**config.mk**
```make
export PLATFORM = sky130hd
export DESIGN_NAME = postfix_expression_evaluator
export DESIGN_NICKNAME = d
export VERILOG_FILES = /design/src/hw/rtl/pfe_pkg.sv /design/src/hw/rtl/pfe_ram.sv /design/src/hw/rtl/pfe_alu.sv /design/src/hw/rtl/postfix_expression_evaluator.sv
export SDC_FILE = /design/constraint.sdc
export NUM_CORES = 2
export LEC_CHECK = 0
export BUFFER_PORTS_ARGS = -buffer_cell sky130_fd_sc_hd__buf_2
export CAP_MARGIN = 20
export CELL_PAD_IN_SITES_DETAIL_PLACEMENT = 1
export CELL_PAD_IN_SITES_GLOBAL_PLACEMENT = 2
export CORE_AREA = 2 2 272 476
export CTS_CLUSTER_SIZE = 20
export DETAILED_ROUTE_END_ITERATION = 6
export DIE_AREA = 0 0 274 478
export PLACE_DENSITY = 0.77
export SETUP_SLACK_MARGIN = 0.4
export SYNTH_ARGS = -nofsm -noshare
export SYNTH_HDL_FRONTEND = slang
export SYNTH_SLANG_ARGS = --single-unit
```
**constraint.sdc**
```tcl
create_clock -name clock -period 5.93 [get_ports clock]
set_input_delay 0.2965 -clock clock [delete_from_list [all_inputs] [get_ports clock]]
set_output_delay 0.2965 -clock clock [all_outputs]
set_load 0.005 [all_outputs]
```
**src/hw/rtl/pfe_pkg.sv**
```systemverilog
// Shared types and constants for the postfix expression evaluator.
// No dependencies; imported by the top level and by the checker.
package pfe_pkg;

   localparam int unsigned STATUS_W = 3;
   localparam int unsigned CHAR_W   = 8;
   localparam int unsigned RESULT_W = 32;

   // completion codes
   localparam logic [STATUS_W-1:0] ST_OK         = 3'd0;
   localparam logic [STATUS_W-1:0] ST_UNDERFLOW  = 3'd1;
   localparam logic [STATUS_W-1:0] ST_UNBALANCED = 3'd2;
   localparam logic [STATUS_W-1:0] ST_DIVZERO    = 3'd3;
   localparam logic [STATUS_W-1:0] ST_OVERFLOW   = 3'd4;

   // character codes
   localparam logic [CHAR_W-1:0] CH_ZERO  = 8'h30;
   localparam logic [CHAR_W-1:0] CH_NINE  = 8'h39;
   localparam logic [CHAR_W-1:0] CH_PLUS  = 8'h2B;
   localparam logic [CHAR_W-1:0] CH_MINUS = 8'h2D;
   localparam logic [CHAR_W-1:0] CH_STAR  = 8'h2A;
   localparam logic [CHAR_W-1:0] CH_SLASH = 8'h2F;

   typedef enum logic [1:0] {
      OP_ADD = 2'd0,
      OP_SUB = 2'd1,
      OP_MUL = 2'd2,
      OP_DIV = 2'd3
   } op_type;

   typedef enum logic [8:0] {
      S_IDLE  = 9'b000000001,
      S_RDREQ = 9'b000000010,
      S_LOAD  = 9'b000000100,
      S_MUL   = 9'b000001000,
      S_NEGN  = 9'b000010000,
      S_NEGD  = 9'b000100000,
      S_DIV   = 9'b001000000,
      S_NEGQ  = 9'b010000000,
      S_DONE  = 9'b100000000
   } state_type;

endpackage

```
**src/hw/rtl/pfe_ram.sv**
```systemverilog
// Generic single-write, single-read RAM with registered read data.
// No dependencies; holds the operand stack below the top entry.
module pfe_ram #(
   parameter int unsigned WIDTH = 32,
   parameter int unsigned DEPTH = 32
) (
   input  logic                     clock,
   input  logic                     wr_en,
   input  logic [$clog2(DEPTH)-1:0] wr_addr,
   input  logic [WIDTH-1:0]         wr_data,
   input  logic [$clog2(DEPTH)-1:0] rd_addr,
   output logic [WIDTH-1:0]         rd_data
);

   logic [WIDTH-1:0] mem_ff [DEPTH];
   logic [WIDTH-1:0] rd_data_ff;

   always_ff @(posedge clock) begin
      if (wr_en) begin
         mem_ff[wr_addr] <= wr_data;
      end
      rd_data_ff <= mem_ff[rd_addr];
   end

   assign rd_data = rd_data_ff;

endmodule

```
**src/hw/rtl/pfe_alu.sv**
```systemverilog
// Shared add/subtract unit: sum = x + y, or x - y when inv is set.
// No dependencies; used for add, subtract, negate, multiply and divide steps.
module pfe_alu #(
   parameter int unsigned WIDTH = 33
) (
   input  logic [WIDTH-1:0] x,
   input  logic [WIDTH-1:0] y,
   input  logic             inv,
   output logic [WIDTH-1:0] sum
);

   logic [WIDTH-1:0] y_mod;

   assign y_mod = y ^ {WIDTH{inv}};
   assign sum   = x + y_mod + WIDTH'(inv);

endmodule

```
**src/hw/rtl/postfix_expression_evaluator.sv**
```systemverilog
// Top level of the postfix expression evaluator: sequencer, operand registers.
// Depends on pfe_pkg, pfe_ram (operand stack) and pfe_alu (shared adder).
//
//   channel | dir | beat contents                                   | handshake
//   --------+-----+-------------------------------------------------+-------------------
//   req     | in  | tdata[7:0] char_code, tlast end_of_input        | req_tvalid/tready
//   rsp     | out | tdata[31:0] result_value, [34:32] status        | rsp_tvalid/tready
//
// Digits and separators are taken in S_IDLE. + and - go through accept, stack read
// and execute; * adds a shift-add loop, / adds operand negation, a restoring-divide
// loop and quotient negation; the shared adder does one step of either loop per cycle.
// A last beat goes to S_DONE to post the result; if the previous result is still
// unaccepted the sequencer waits there, while the result register holds steady.
// Reset (synchronous) empties the stack, literal and error state; stack RAM
// contents are left as they are and never read before being written.
module postfix_expression_evaluator #(
   parameter int unsigned STACK_DEPTH = 32,
   parameter int unsigned DATA_WIDTH  = 32
) (
   input  logic        clock,
   input  logic        reset,
   input  logic        req_tvalid,
   output logic        req_tready,
   input  logic [7:0]  req_tdata,   // [7:0] char_code
   input  logic        req_tlast,   // end_of_input
   output logic        rsp_tvalid,
   input  logic        rsp_tready,
   output logic [39:0] rsp_tdata    // [31:0] result_value, [34:32] status, [39:35] zero
);

   import pfe_pkg::*;

   localparam int unsigned W    = DATA_WIDTH;
   localparam int unsigned AW   = $clog2(STACK_DEPTH);
   localparam int unsigned CW   = $clog2(STACK_DEPTH + 1);
   localparam int unsigned ITW  = $clog2(DATA_WIDTH);

   // sequencer and control
   state_type              state_ff, state_in;
   logic [CW-1:0]          count_ff, count_in;
   logic                   in_lit_ff, in_lit_in;
   logic [STATUS_W-1:0]    err_ff, err_in;
   op_type                 op_ff, op_in;
   logic                   last_ff, last_in;
   logic [ITW-1:0]         iter_ff, iter_in;
   logic                   negq_ff, negq_in;

   // datapath
   logic [W-1:0]           acc_ff, acc_in;
   logic [W-1:0]           tos_ff, tos_in;
   logic [W-1:0]           a_ff, a_in;    // multiplicand / dividend, then quotient
   logic [W-1:0]           b_ff, b_in;    // multiplier / divisor
   logic [W-1:0]           p_ff, p_in;    // product / remainder

   // result register
   logic                   rsp_valid_ff, rsp_valid_in;
   logic [RESULT_W-1:0]    rsp_value_ff, rsp_value_in;
   logic [STATUS_W-1:0]    rsp_status_ff, rsp_status_in;

   // stack RAM
   logic                   ram_we;
   logic [AW-1:0]          ram_waddr, ram_raddr;
   logic [W-1:0]           ram_rdata;
   logic [CW-1:0]          cnt_m1, cnt_m2;

   // shared adder
   logic [W:0]             alu_x, alu_y, alu_sum;
   logic                   alu_inv;

   // beat decode
   logic                   req_fire, is_digit, is_op;
   op_type                 dec_op;
   logic [W-1:0]           acc_next, push_val;
   logic                   do_push, push_full;
   logic [63:0]            tos_ext;

   assign req_fire = req_tvalid && req_tready;
   assign is_digit = (req_tdata >= CH_ZERO) && (req_tdata <= CH_NINE);
   assign cnt_m1   = count_ff - CW'(1);
   assign cnt_m2   = count_ff - CW'(2);
   assign tos_ext  = 64'($signed(tos_ff));

   // acc * 10 + digit as two shifted copies plus the digit
   assign acc_next = (acc_ff << 3) + (acc_ff << 1) + W'(req_tdata[3:0]);

   always_comb begin
      is_op  = 1'b1;
      dec_op = OP_ADD;
      case (req_tdata)
         CH_PLUS:  dec_op = OP_ADD;
         CH_MINUS: dec_op = OP_SUB;
         CH_STAR:  dec_op = OP_MUL;
         CH_SLASH: dec_op = OP_DIV;
         default:  is_op  = 1'b0;
      endcase
   end

   // push a finished literal on this beat: on any non-digit beat after digits, or on a
   // last digit
   assign push_val  = is_digit ? acc_next : acc_ff;
   assign do_push   = req_fire && state_ff == S_IDLE && err_ff == ST_OK &&
                      (is_digit ? req_tlast : in_lit_ff);
   assign push_full = count_ff == CW'(STACK_DEPTH);

   assign ram_we    = do_push && !push_full && count_ff != '0;
   assign ram_waddr = cnt_m1[AW-1:0];
   assign ram_raddr = cnt_m2[AW-1:0];

   pfe_ram #(
      .WIDTH (W),
      .DEPTH (STACK_DEPTH)
   ) u_stack (
      .clock   (clock),
      .wr_en   (ram_we),
      .wr_addr (ram_waddr),
      .wr_data (tos_ff),
      .rd_addr (ram_raddr),
      .rd_data (ram_rdata)
   );

   // operand select for the shared adder
   always_comb begin
      alu_x   = '0;
      alu_y   = '0;
      alu_inv = 1'b0;
      case (state_ff)
         S_LOAD: begin
            alu_x   = {1'b0, ram_rdata};
            alu_y   = {1'b0, tos_ff};
            alu_inv = op_ff == OP_SUB;
         end
         S_MUL: begin
            alu_x = {1'b0, p_ff};
            alu_y = {1'b0, a_ff};
         end
         S_NEGN: begin
            alu_y   = {1'b0, a_ff};
            alu_inv = 1'b1;
         end
         S_NEGD: begin
            alu_y   = {1'b0, b_ff};
            alu_inv = 1'b1;
         end
         S_DIV: begin
            alu_x   = {p_ff, a_ff[W-1]};
            alu_y   = {1'b0, b_ff};
            alu_inv = 1'b1;
         end
         S_NEGQ: begin
            alu_y   = {1'b0, a_ff};
            alu_inv = 1'b1;
         end
         default: begin
            alu_x = '0;
         end
      endcase
   end

   pfe_alu #(
      .WIDTH (W + 1)
   ) u_alu (
      .x   (alu_x),
      .y   (alu_y),
      .inv (alu_inv),
      .sum (alu_sum)
   );

   assign req_tready = state_ff == S_IDLE;

   always_comb begin
      state_in      = state_ff;
      count_in      = count_ff;
      in_lit_in     = in_lit_ff;
      err_in        = err_ff;
      op_in         = op_ff;
      last_in       = last_ff;
      iter_in       = iter_ff;
      negq_in       = negq_ff;
      acc_in        = acc_ff;
      tos_in        = tos_ff;
      a_in          = a_ff;
      b_in          = b_ff;
      p_in          = p_ff;
      rsp_valid_in  = rsp_valid_ff && !rsp_tready;
      rsp_value_in  = rsp_value_ff;
      rsp_status_in = rsp_status_ff;

      case (state_ff)
         S_IDLE: begin
            if (req_fire) begin
               op_in   = dec_op;
               last_in = req_tlast;
               if (err_ff == ST_OK) begin
                  if (is_digit) begin
                     acc_in    = acc_next;
                     in_lit_in = 1'b1;
                  end else if (in_lit_ff) begin
                     acc_in    = '0;
                     in_lit_in = 1'b0;
                  end
                  if (do_push) begin
                     if (push_full) begin
                        err_in = ST_OVERFLOW;
                     end else begin
                        tos_in   = push_val;
                        count_in = count_ff + CW'(1);
                     end
                  end
               end
               if (err_ff == ST_OK && !is_digit && is_op && !(do_push && push_full)) begin
                  state_in = S_RDREQ;
               end else if (req_tlast) begin
                  state_in = S_DONE;
               end
            end
         end
         S_RDREQ: begin
            // read address count-2 is on the RAM port this cycle
            if (count_ff < CW'(2)) begin
               err_in   = ST_UNDERFLOW;
               state_in = last_ff ? S_DONE : S_IDLE;
            end else begin
               state_in = S_LOAD;
            end
         end
         S_LOAD: begin
            case (op_ff)
               OP_ADD, OP_SUB: begin
                  tos_in   = alu_sum[W-1:0];
                  count_in = cnt_m1;
                  state_in = last_ff ? S_DONE : S_IDLE;
               end
               OP_MUL: begin
                  a_in     = ram_rdata;
                  b_in     = tos_ff;
                  p_in     = '0;
                  iter_in  = '0;
                  state_in = S_MUL;
               end
               OP_DIV: begin
                  if (tos_ff == '0) begin
                     err_in   = ST_DIVZERO;
                     state_in = last_ff ? S_DONE : S_IDLE;
                  end else begin
                     a_in     = ram_rdata;
                     b_in     = tos_ff;
                     negq_in  = ram_rdata[W-1] ^ tos_ff[W-1];
                     state_in = S_NEGN;
                  end
               end
               default: begin
                  state_in = S_IDLE;
               end
            endcase
         end
         S_MUL: begin
            if (b_ff[0]) begin
               p_in = alu_sum[W-1:0];
            end
            a_in    = a_ff << 1;
            b_in    = b_ff >> 1;
            iter_in = iter_ff + ITW'(1);
            if (iter_ff == ITW'(W - 1)) begin
               tos_in   = b_ff[0] ? alu_sum[W-1:0] : p_ff;
               count_in = cnt_m1;
               state_in = last_ff ? S_DONE : S_IDLE;
            end
         end
         S_NEGN: begin
            if (a_ff[W-1]) begin
               a_in = alu_sum[W-1:0];
            end
            state_in = S_NEGD;
         end
         S_NEGD: begin
            if (b_ff[W-1]) begin
               b_in = alu_sum[W-1:0];
            end
            p_in     = '0;
            iter_in  = '0;
            state_in = S_DIV;
         end
         S_DIV: begin
            // restoring step: keep the difference when it did not borrow
            if (!alu_sum[W]) begin
               p_in = alu_sum[W-1:0];
            end else begin
               p_in = alu_x[W-1:0];
            end
            a_in    = {a_ff[W-2:0], !alu_sum[W]};
            iter_in = iter_ff + ITW'(1);
            if (iter_ff == ITW'(W - 1)) begin
               state_in = S_NEGQ;
            end
         end
         S_NEGQ: begin
            tos_in   = negq_ff ? alu_sum[W-1:0] : a_ff;
            count_in = cnt_m1;
            state_in = last_ff ? S_DONE : S_IDLE;
         end
         S_DONE: begin
            if (!rsp_valid_ff || rsp_tready) begin
               rsp_valid_in = 1'b1;
               if (err_ff != ST_OK) begin
                  rsp_status_in = err_ff;
                  rsp_value_in  = '0;
               end else if (count_ff == CW'(1)) begin
                  rsp_status_in = ST_OK;
                  rsp_value_in  = tos_ext[RESULT_W-1:0];
               end else begin
                  rsp_status_in = ST_UNBALANCED;
                  rsp_value_in  = '0;
               end
               count_in  = '0;
               acc_in    = '0;
               in_lit_in = 1'b0;
               err_in    = ST_OK;
               state_in  = S_IDLE;
            end
         end
         default: begin
            state_in = S_IDLE;
         end
      endcase
   end

   always_ff @(posedge clock) begin
      if (reset) begin
         state_ff     <= S_IDLE;
         count_ff     <= '0;
         in_lit_ff    <= 1'b0;
         err_ff       <= ST_OK;
         acc_ff       <= '0;
         rsp_valid_ff <= 1'b0;
      end else begin
         state_ff     <= state_in;
         count_ff     <= count_in;
         in_lit_ff    <= in_lit_in;
         err_ff       <= err_in;
         acc_ff       <= acc_in;
         rsp_valid_ff <= rsp_valid_in;
      end
   end

   always_ff @(posedge clock) begin
      op_ff         <= op_in;
      last_ff       <= last_in;
      iter_ff       <= iter_in;
      negq_ff       <= negq_in;
      tos_ff        <= tos_in;
      a_ff          <= a_in;
      b_ff          <= b_in;
      p_ff          <= p_in;
      rsp_value_ff  <= rsp_value_in;
      rsp_status_ff <= rsp_status_in;
   end

   assign rsp_tvalid = rsp_valid_ff;
   assign rsp_tdata  = {5'b0, rsp_status_ff, rsp_value_ff};

endmodule

```
* Yosys cells after proc, flatten, opt, wreduce, memory -nomap -nowiden
Memories as Yosys holds them, arrays and structs flattened. A register that Yosys moved wholly into a read port is not among the register bits.
Cells that the tools add are included.
** Word-level totals
- Input bits :: 13
- Word-level logic and storage cells :: 200
- Memories :: 1
- Output and inout port bits :: 42
- Bits in registers :: 224
- RAM bits :: 1024
- Latch bits :: 0
- ROM bits :: 0
** Cells by class
- Shift operators :: 0
- Magnitude comparators :: 3
- Multiplexer cells :: 74
- Add/sub/neg operators :: 8
- Reductions and logical operators :: 54
- Divide/modulo/power cells :: 0
- Equal/unequal tests :: 38
- Bitwise gates (word level) :: 4
- Multiply operators :: 0
** Memory list
- u_stack.mem_ff :: words 32, width 32, rd ports 1, clocked after memory_dff 1, wr ports 1, line pfe_ram.sv:15 : logic [WIDTH-1:0] mem_ff [DEPTH];
** Operator list (number)
- 32-bit two-way mux :: 20
- 32-bit case mux with 4 select lines :: 3
- 32-bit case mux with 2 select lines :: 3
- 32-bit case mux with 3 select lines :: 2
- 33-bit case mux with 3 select lines :: 1
- 9-bit two-way mux :: 9
- 9-bit case mux with 9 select lines :: 1
- 6-bit two-way mux :: 7
- 33-bit by 1-bit adder with 33-bit output :: 1
- 33-bit adder :: 1
- 32-bit by 33-bit bitwise XOR with 33-bit output :: 1
- 32-bit adder :: 1
- 32-bit by 4-bit adder with 32-bit output :: 1
- 8-bit by 6-bit equality test with 1-bit output, second input constant :: 4
- 32-bit logical NOT :: 1
- 6-bit case mux with 5 select lines :: 1
- 3-bit two-way mux :: 9
- 9-bit case mux with 3 select lines :: 1
- 2-bit inequality test, second input constant :: 9
- 4-bit nonzero test :: 4
- 5-bit case mux with 3 select lines :: 1
- 1-bit logical AND :: 12
- 2-bit by 1-bit inequality test with 1-bit output, second input constant :: 6
- 3-bit case mux with 4 select lines :: 1
- other kinds (49) :: 81

* Depth between registers and ports, before layout
- Depth after elaboration :: 11
- Mapped depth :: 22
- Mapped depth without buffers :: 17

* Modules after synthesis
Synthesis repeated with hierarchy kept, for this count alone.
** Second synthesis, totals
- Cells, all modules :: 4055
- Area, all modules :: 56828.3 µm²
** By module, submodules not included
- pfe_ram :: area each 40492.6 µm², cells an instance 2260, times used 1, sequential area each 31390.1 µm²
- postfix_expression_evaluator :: area each 14246.2 µm², cells an instance 1501, times used 1, sequential area each 6206.0 µm²
- pfe_alu :: area each 2089.5 µm², cells an instance 294, times used 1, sequential area each 0.0 µm²

* Least setup slack after synthesis
Ideal clock, no wire load.
- Path type :: reg-to-reg
- Start :: reg state_ff[2]
- End :: reg p_ff[12], data pin
- Data arrival time :: 5347 ps
- Period minus slack after synthesis :: 5618 ps
- Setup time :: 271 ps
- Buffers on the path :: 5
- Stages on the path, launching flop included :: 21
- Required time :: 5659 ps
- Path slack :: 312 ps
- Cell sequence :: dfxtp_1 > buf_2 > or4_1 > buf_2 > nor4_2 > a2111o_1 > buf_2 > clkbuf_1 > xnor2_1 > ha_1 > nand4_1 > or2_2 > or3_1 > o221ai_1 > o21ai_0 > a31oi_1 > mux2i_1 > nor2_1 > buf_2 > mux2i_1 > o22ai_1
** Between the ends
- Longest elaborated chain between the ends :: 8
- Elaborated cells between the ends (all ways) :: 18
- Classes of those cells :: 2 x add/sub; 6 x eq/ne; 6 x mux; 1 x bitwise; 3 x reduce/logical
** Ends and longest elaborated chain
- from (decl) :: line postfix_expression_evaluator.sv:39 : state_type state_ff, state_in;
- from (signal assigned) :: line postfix_expression_evaluator.sv:336 : state_ff <= state_in;
- 9-bit by 5-bit equality test with 1-bit output, or another cell as far along :: line postfix_expression_evaluator.sv:126 : case (state_ff)
- 3-bit OR reduction (no line), or another cell as far along
- 32-bit case mux with 3 select lines / 1-bit case mux with 2 select lines (equally long branches) :: line postfix_expression_evaluator.sv:126
- 32-bit by 33-bit bitwise XOR with 33-bit output :: line pfe_alu.sv:14 : assign y_mod = y ^ {WIDTH{inv}};
- 33-bit adder :: line pfe_alu.sv:15 : assign sum = x + y_mod + WIDTH'(inv);
- 33-bit by 1-bit adder with 33-bit output :: line pfe_alu.sv:15
- 32-bit two-way mux, on equally long branches :: line postfix_expression_evaluator.sv:285, postfix_expression_evaluator.sv:257
- 32-bit case mux with 4 select lines (*) :: line postfix_expression_evaluator.sv:188 : case (state_ff)
- named net p_in[12] :: line postfix_expression_evaluator.sv:53 : logic [W-1:0] p_ff, p_in;
- to (signal assigned) :: line postfix_expression_evaluator.sv:353 : p_ff <= p_in;
- to (decl) :: line postfix_expression_evaluator.sv:53
Mark *: on every way through the listed nets, which the timed path passes. The rest lies on a longest branch.
A chain may end at the register's enable or synchronous reset.

* Worst setup path after layout
- Start :: reg state_ff[8]
- End :: reg tos_ff[12], data pin
** Between the ends
- Longest elaborated chain between the ends :: 9
- Elaborated cells between the ends (all ways) :: 21
- Classes of those cells :: 2 x add/sub; 7 x eq/ne; 8 x mux; 1 x bitwise; 3 x reduce/logical
** Ends and longest elaborated chain
- 9-bit by 5-bit equality test with 1-bit output, or another cell as far along :: line postfix_expression_evaluator.sv:126
- 3-bit OR reduction (no line), or another cell as far along
- 32-bit case mux with 3 select lines / 1-bit case mux with 2 select lines (equally long branches) :: line postfix_expression_evaluator.sv:126
- 32-bit by 33-bit bitwise XOR with 33-bit output :: line pfe_alu.sv:14
- 33-bit adder :: line pfe_alu.sv:15
- 33-bit by 1-bit adder with 33-bit output :: line pfe_alu.sv:15
- 32-bit two-way mux
- 32-bit two-way mux :: line postfix_expression_evaluator.sv:263 : if (iter_ff == ITW'(W - 1)) begin
- 32-bit case mux with 4 select lines (*) :: line postfix_expression_evaluator.sv:188
- named net tos_in[12] :: line postfix_expression_evaluator.sv:50 : logic [W-1:0] tos_ff, tos_in;
- to (signal assigned) :: line postfix_expression_evaluator.sv:350 : tos_ff <= tos_in;
- to (decl) :: line postfix_expression_evaluator.sv:50
Mark *: on every way through the listed nets, which the timed path passes. The rest lies on a longest branch. The select of a mux whose other input is x is not followed.

==> Flow_metrics.wiki <==
{| class="wikitable"
! Metric !! Value
|-
| Result of the run || finished, violations left
|-
| Failing checks || design-rule violations
|-
| Die width || 274 um
|-
| Vias per cell || between 6 and 7
|-
| Lkg Pwr || 20.9 nW
|-
| CTS tree || built
|-
| Number of synthesized register bits || between 1,000 and 1,500
|-
| Final WL || around 180 mm
|-
| Required arrival time at the worst endpoint || 6350 ps
|-
| Fraction of power consumed by sequential logic || 47.6%
|-
| Async set-or-reset flop fraction in the synthesized netlist || 0%
|-
| Net count reported at finish || 3,608
|-
| Via count of the first global-routing pass || 36,100
|-
| Initial cell density of the core || 43.6%
|-
| Cells on Worst Hold Path || 4
|-
| Number of flops mapped to enable cells by yosys || 1,196
|-
| Final-layout fill cell count || roughly 12,000
|-
| Switching power total || 6.16 mW
|-
| Num rows || 174
|-
| Top cell type's share of synthesized area || 64.5%
|-
| Final ANT Viol Nets || 0
|-
| Final worst path period need || 5420 ps
|-
| I/O Pins || 55
|-
| Min-Delay Startpoint || req_tdata[6]
|-
| Hold Path Sink || op_ff[1]
|-
| Clk pin slew, worst setup/hold paths || 70 ps
|-
| Longest Clk Path Bufs || 3
|-
| Slack of the worst reg-to-reg path || 510 ps
|-
| Worst slew slack as a fraction of its limit || approximately 15%
|-
| Post-Layout Cell Count || 5,259
|-
| Height of the chip || 478 um
|-
| Maximum fanout encountered on the critical timing path || 8
|-
| H-tree depth || 3
|-
| GPL Wtd Cong || slightly below 1
|-
| Cell taking the most area after synthesis || edfxtp_1
|-
| Largest net degree at the start of global routing || 137
|-
| Initial DRT Pass Iterations || 7
|-
| Instance area at placement || 0.0592 mm^2
|-
| Fraction of final layout cells sized beyond drive strength 1 || 24.3%
|-
| Share of the cycle needed by the critical path after routing || 91.4%
|-
| Setup repair after global routing missed its margin || yes
|-
| Number of CTS-inserted buffers || 108
|-
| Most frequent cells after synthesis || edfxtp_1 (1,196), mux4_2 (320), nand2_1 (231)
|-
| Arrival time at the worst endpoint || roughly 5800 ps
|-
| Library cells used by synthesis || between 70 and 80
|-
| Std-Cell Core Area || 0.128 mm^2
|-
| Multi-input combinational cell area || 0.0176 mm^2
|-
| Total track usage || 28.4%
|-
| Yosys warns || 0
|-
| Seq/Total Area, Yosys || 67.5%
|-
| Clock tree skew after final layout || approximately 44 ps
|-
| Antenna violations before repair || 8
|-
| Biggest area contributors in the synthesized netlist || edfxtp_1 (65%), mux4_2 (13%), dfxtp_1 (3.0%)
|-
| TritonCTS Sinks || 1,280
|-
| Pins Over Slew Limit || 0
|-
| Drt drc || 1
|-
| Dominant register cell in the synthesized netlist || edfxtp_1
|-
| First DRT Iteration DRCs || 3,467
|-
| PwrDens || 359 mW/mm^2
|-
| Class of the tightest hold or removal check || in -> reg
|-
| Post-route design area || 0.0631 mm^2
|-
| Total of endpoints with negative setup slack in the final report || 0
|-
| CP endpoint kind || flop
|-
| Overall die area || 0.131 mm^2
|-
| Register area || 0.0376 mm^2
|-
| Inst Count DP || 5,034
|-
| Clock Latency Late Sink || 740 ps
|-
| Combinational power share || 19.2%
|-
| Library cell with the highest instance count after synthesis || edfxtp_1
|-
| End of the worst register-to-register path || tos_ff[12]
|-
| Number of input and output port buffers inserted || between 40 and 50
|-
| Power consumption || 22.6 mW
|-
| Worst reg2reg path depth || 18
|-
| Signed area change from the synthesized netlist to the final layout || 13.4%
|-
| Switching part of the total power || about 27%
|-
| Global-route wire length before repair || roughly 260 mm
|-
| Synth Cell Area || 0.0557 mm^2
|-
| Number of endpoints with negative hold slack in the final report || 0
|-
| Clock tree root driver cell || clkbuf_16
|-
| Max-cap violations || 0
|-
| Post-Synthesis Mean Instance Area || 16.8 um^2
|-
| Wire length per cell after detailed routing || 35.1 um
|-
| Number of standard cells after synthesis || 3,318
|-
| Category of the critical setup timing path || reg -> reg
|-
| Worst ir drop on vdd || between 0.0003 and 0.0004 V
|-
| Worst-Margin Slew || between 1000 and 1500 ps
|-
| Startpoint types || flop
|-
| HPWL Detailed || 114 mm
|-
| Achievable clock frequency || ~180 MHz
|-
| Share of total power in the clock network || 33.2%
|-
| Cell internal power dissipation || between 15 and 20 mW
|-
| Vias after detailed routing || ~34,000
|-
| Total congestion overflow || 0
|-
| Startpoint of the lowest-slack register-to-register path || state_ff[8]
|}
[flip-flops by register name, indices dropped and copies added, names as in the netlist, 3 cells and up]
| signal | count |
|---|---|
| tos_ff | 32 |
| a_ff | 32 |
| p_ff | 32 |
| count_ff | 6 |
| u_stack.mem_ff | 1024 |
| rsp_value_ff | 32 |
| iter_ff | 5 |
| b_ff | 32 |
| err_ff | 3 |
| acc_ff | 32 |
| rsp_status_ff | 3 |
| u_stack.rd_data | 32 |
| state_ff | 9 |
[power by group through the flow]
| stage | sequential (mW) | clock [mW] | combinational [mW] |
|---|---|---|---|
| floorplan | 11.0 | 0 | 2.65 |
| global placement | 11.0 | 0 | 4.21 |
| detailed placement | 11.0 | 0 | 4.34 |
| CTS | 10.8 | 7.62 | 4.37 |
| global route | 10.8 | 7.92 | 4.59 |
| finish | 10.8 | 7.53 | 4.34 |
[what timing repair did]
action / in CTS / in global routing
gates resized for setup: 17 / 9
hold buffers: 5 / 0
pin swaps: 10 / 3
endpoints found under the hold margin: 9 / 0
buffers inserted: 14 / 0
setup endpoints to repair: 46 / 40
[worst max path at each step]
stage | startpoint | end | slack [ps]
after floorplan | state_ff[2] | p_ff[12] | 480
after global placement | state_ff[8] | p_ff[11] | -220
after detailed placement | state_ff[8] | tos_ff[24] | -230
after CTS | state_ff[8] | tos_ff[30] | 440
after global routing | state_ff[8] | b_ff[30] | 380
final | state_ff[8] | tos_ff[12] | 510
[worst max-delay path, cell delays in order (launching register included)]
cell      delay [ps]
dfxtp_2          370
or4_4            610
nor4_4           660
a222oi_1         260
buf_4            210
o21a_2           130
nor2_1           220
fa_1             260
a211oi_1          90
o21bai_1         170
a21oi_1           90
buf_4            150
buf_4            160
o31ai_1          520
xor2_1           300
mux2i_1          280
o22ai_1          110
a211oi_1         440
a31oi_1           90
[metrics by stage]
stage / utilization [%] / hold WS [ps] / setup TNS [ps] / worst slack (ps)
after detailed placement: 46.4 / 472 / -448 / -228
final: 49.5 / 67.5 / 0 / 509
after global routing: 49.5 / 51.7 / 0 / 381
after CTS: 49.5 / 25.8 / 0 / 442
after global placement: 46.3 / 439 / -441 / -221
after floorplan: - / 395 / 0 / 481
[kinds of logic (layout without fill, tap and decap cells)]
group | Yosys count | count (layout) | share of synthesized area, %
AO/OA/AOI/OAI | 562 | 562 | 6.86
XOR/XNOR | 103 | 103 | 1.63
adder cells (fa/ha/maj) | 104 | 104 | 2.38
buffers and inverters | 236 | 499 | 1.65
flip-flops | 1280 | 1280 | 67.5
multiplexers | 412 | 412 | 14.7
other | 1 | 7 | 0.00674
AND/OR/NAND/NOR | 620 | 620 | 5.25
[layout by cell type, fill, tap and decap left out, types with 32 or more instances in the layout]
master,count
edfxtp_1,1196
mux4_2,320
nand2_1,231
buf_4,175
a21oi_1,125
o21ai_0,121
clkbuf_16,110
nor2_1,101
ha_1,100
dfxtp_1,77
xnor2_1,75
a22oi_1,68
a222oi_1,56
nand3_1,52
mux2i_1,49
buf_2,49
inv_1,47
mux2_2,42
and2_1,40
nor2_4,35
a21o_1,34
nor3_1,32
[routing by layer]
layer	vias to the layer above	wire length (um)	global-route usage, %
met5	-	13	0
met4	2	14900	19.5
met3	561	10300	3.98
met2	1568	96800	50.6
met1	17700	62800	31.1
li1	13800	-	-
[area by class of cell]
type	instances	share of cell area (%)
flip-flops and latches	1280	59.6
multi-input cells	1806	27.9
clock buffers	129	4.47
well taps	1672	3.31
repair buffers	247	3.09
clock inverters	75	1.38
inverters	48	0.285
diodes	2	0.00793
Note: power is estimated with default switching activity, not from simulation.
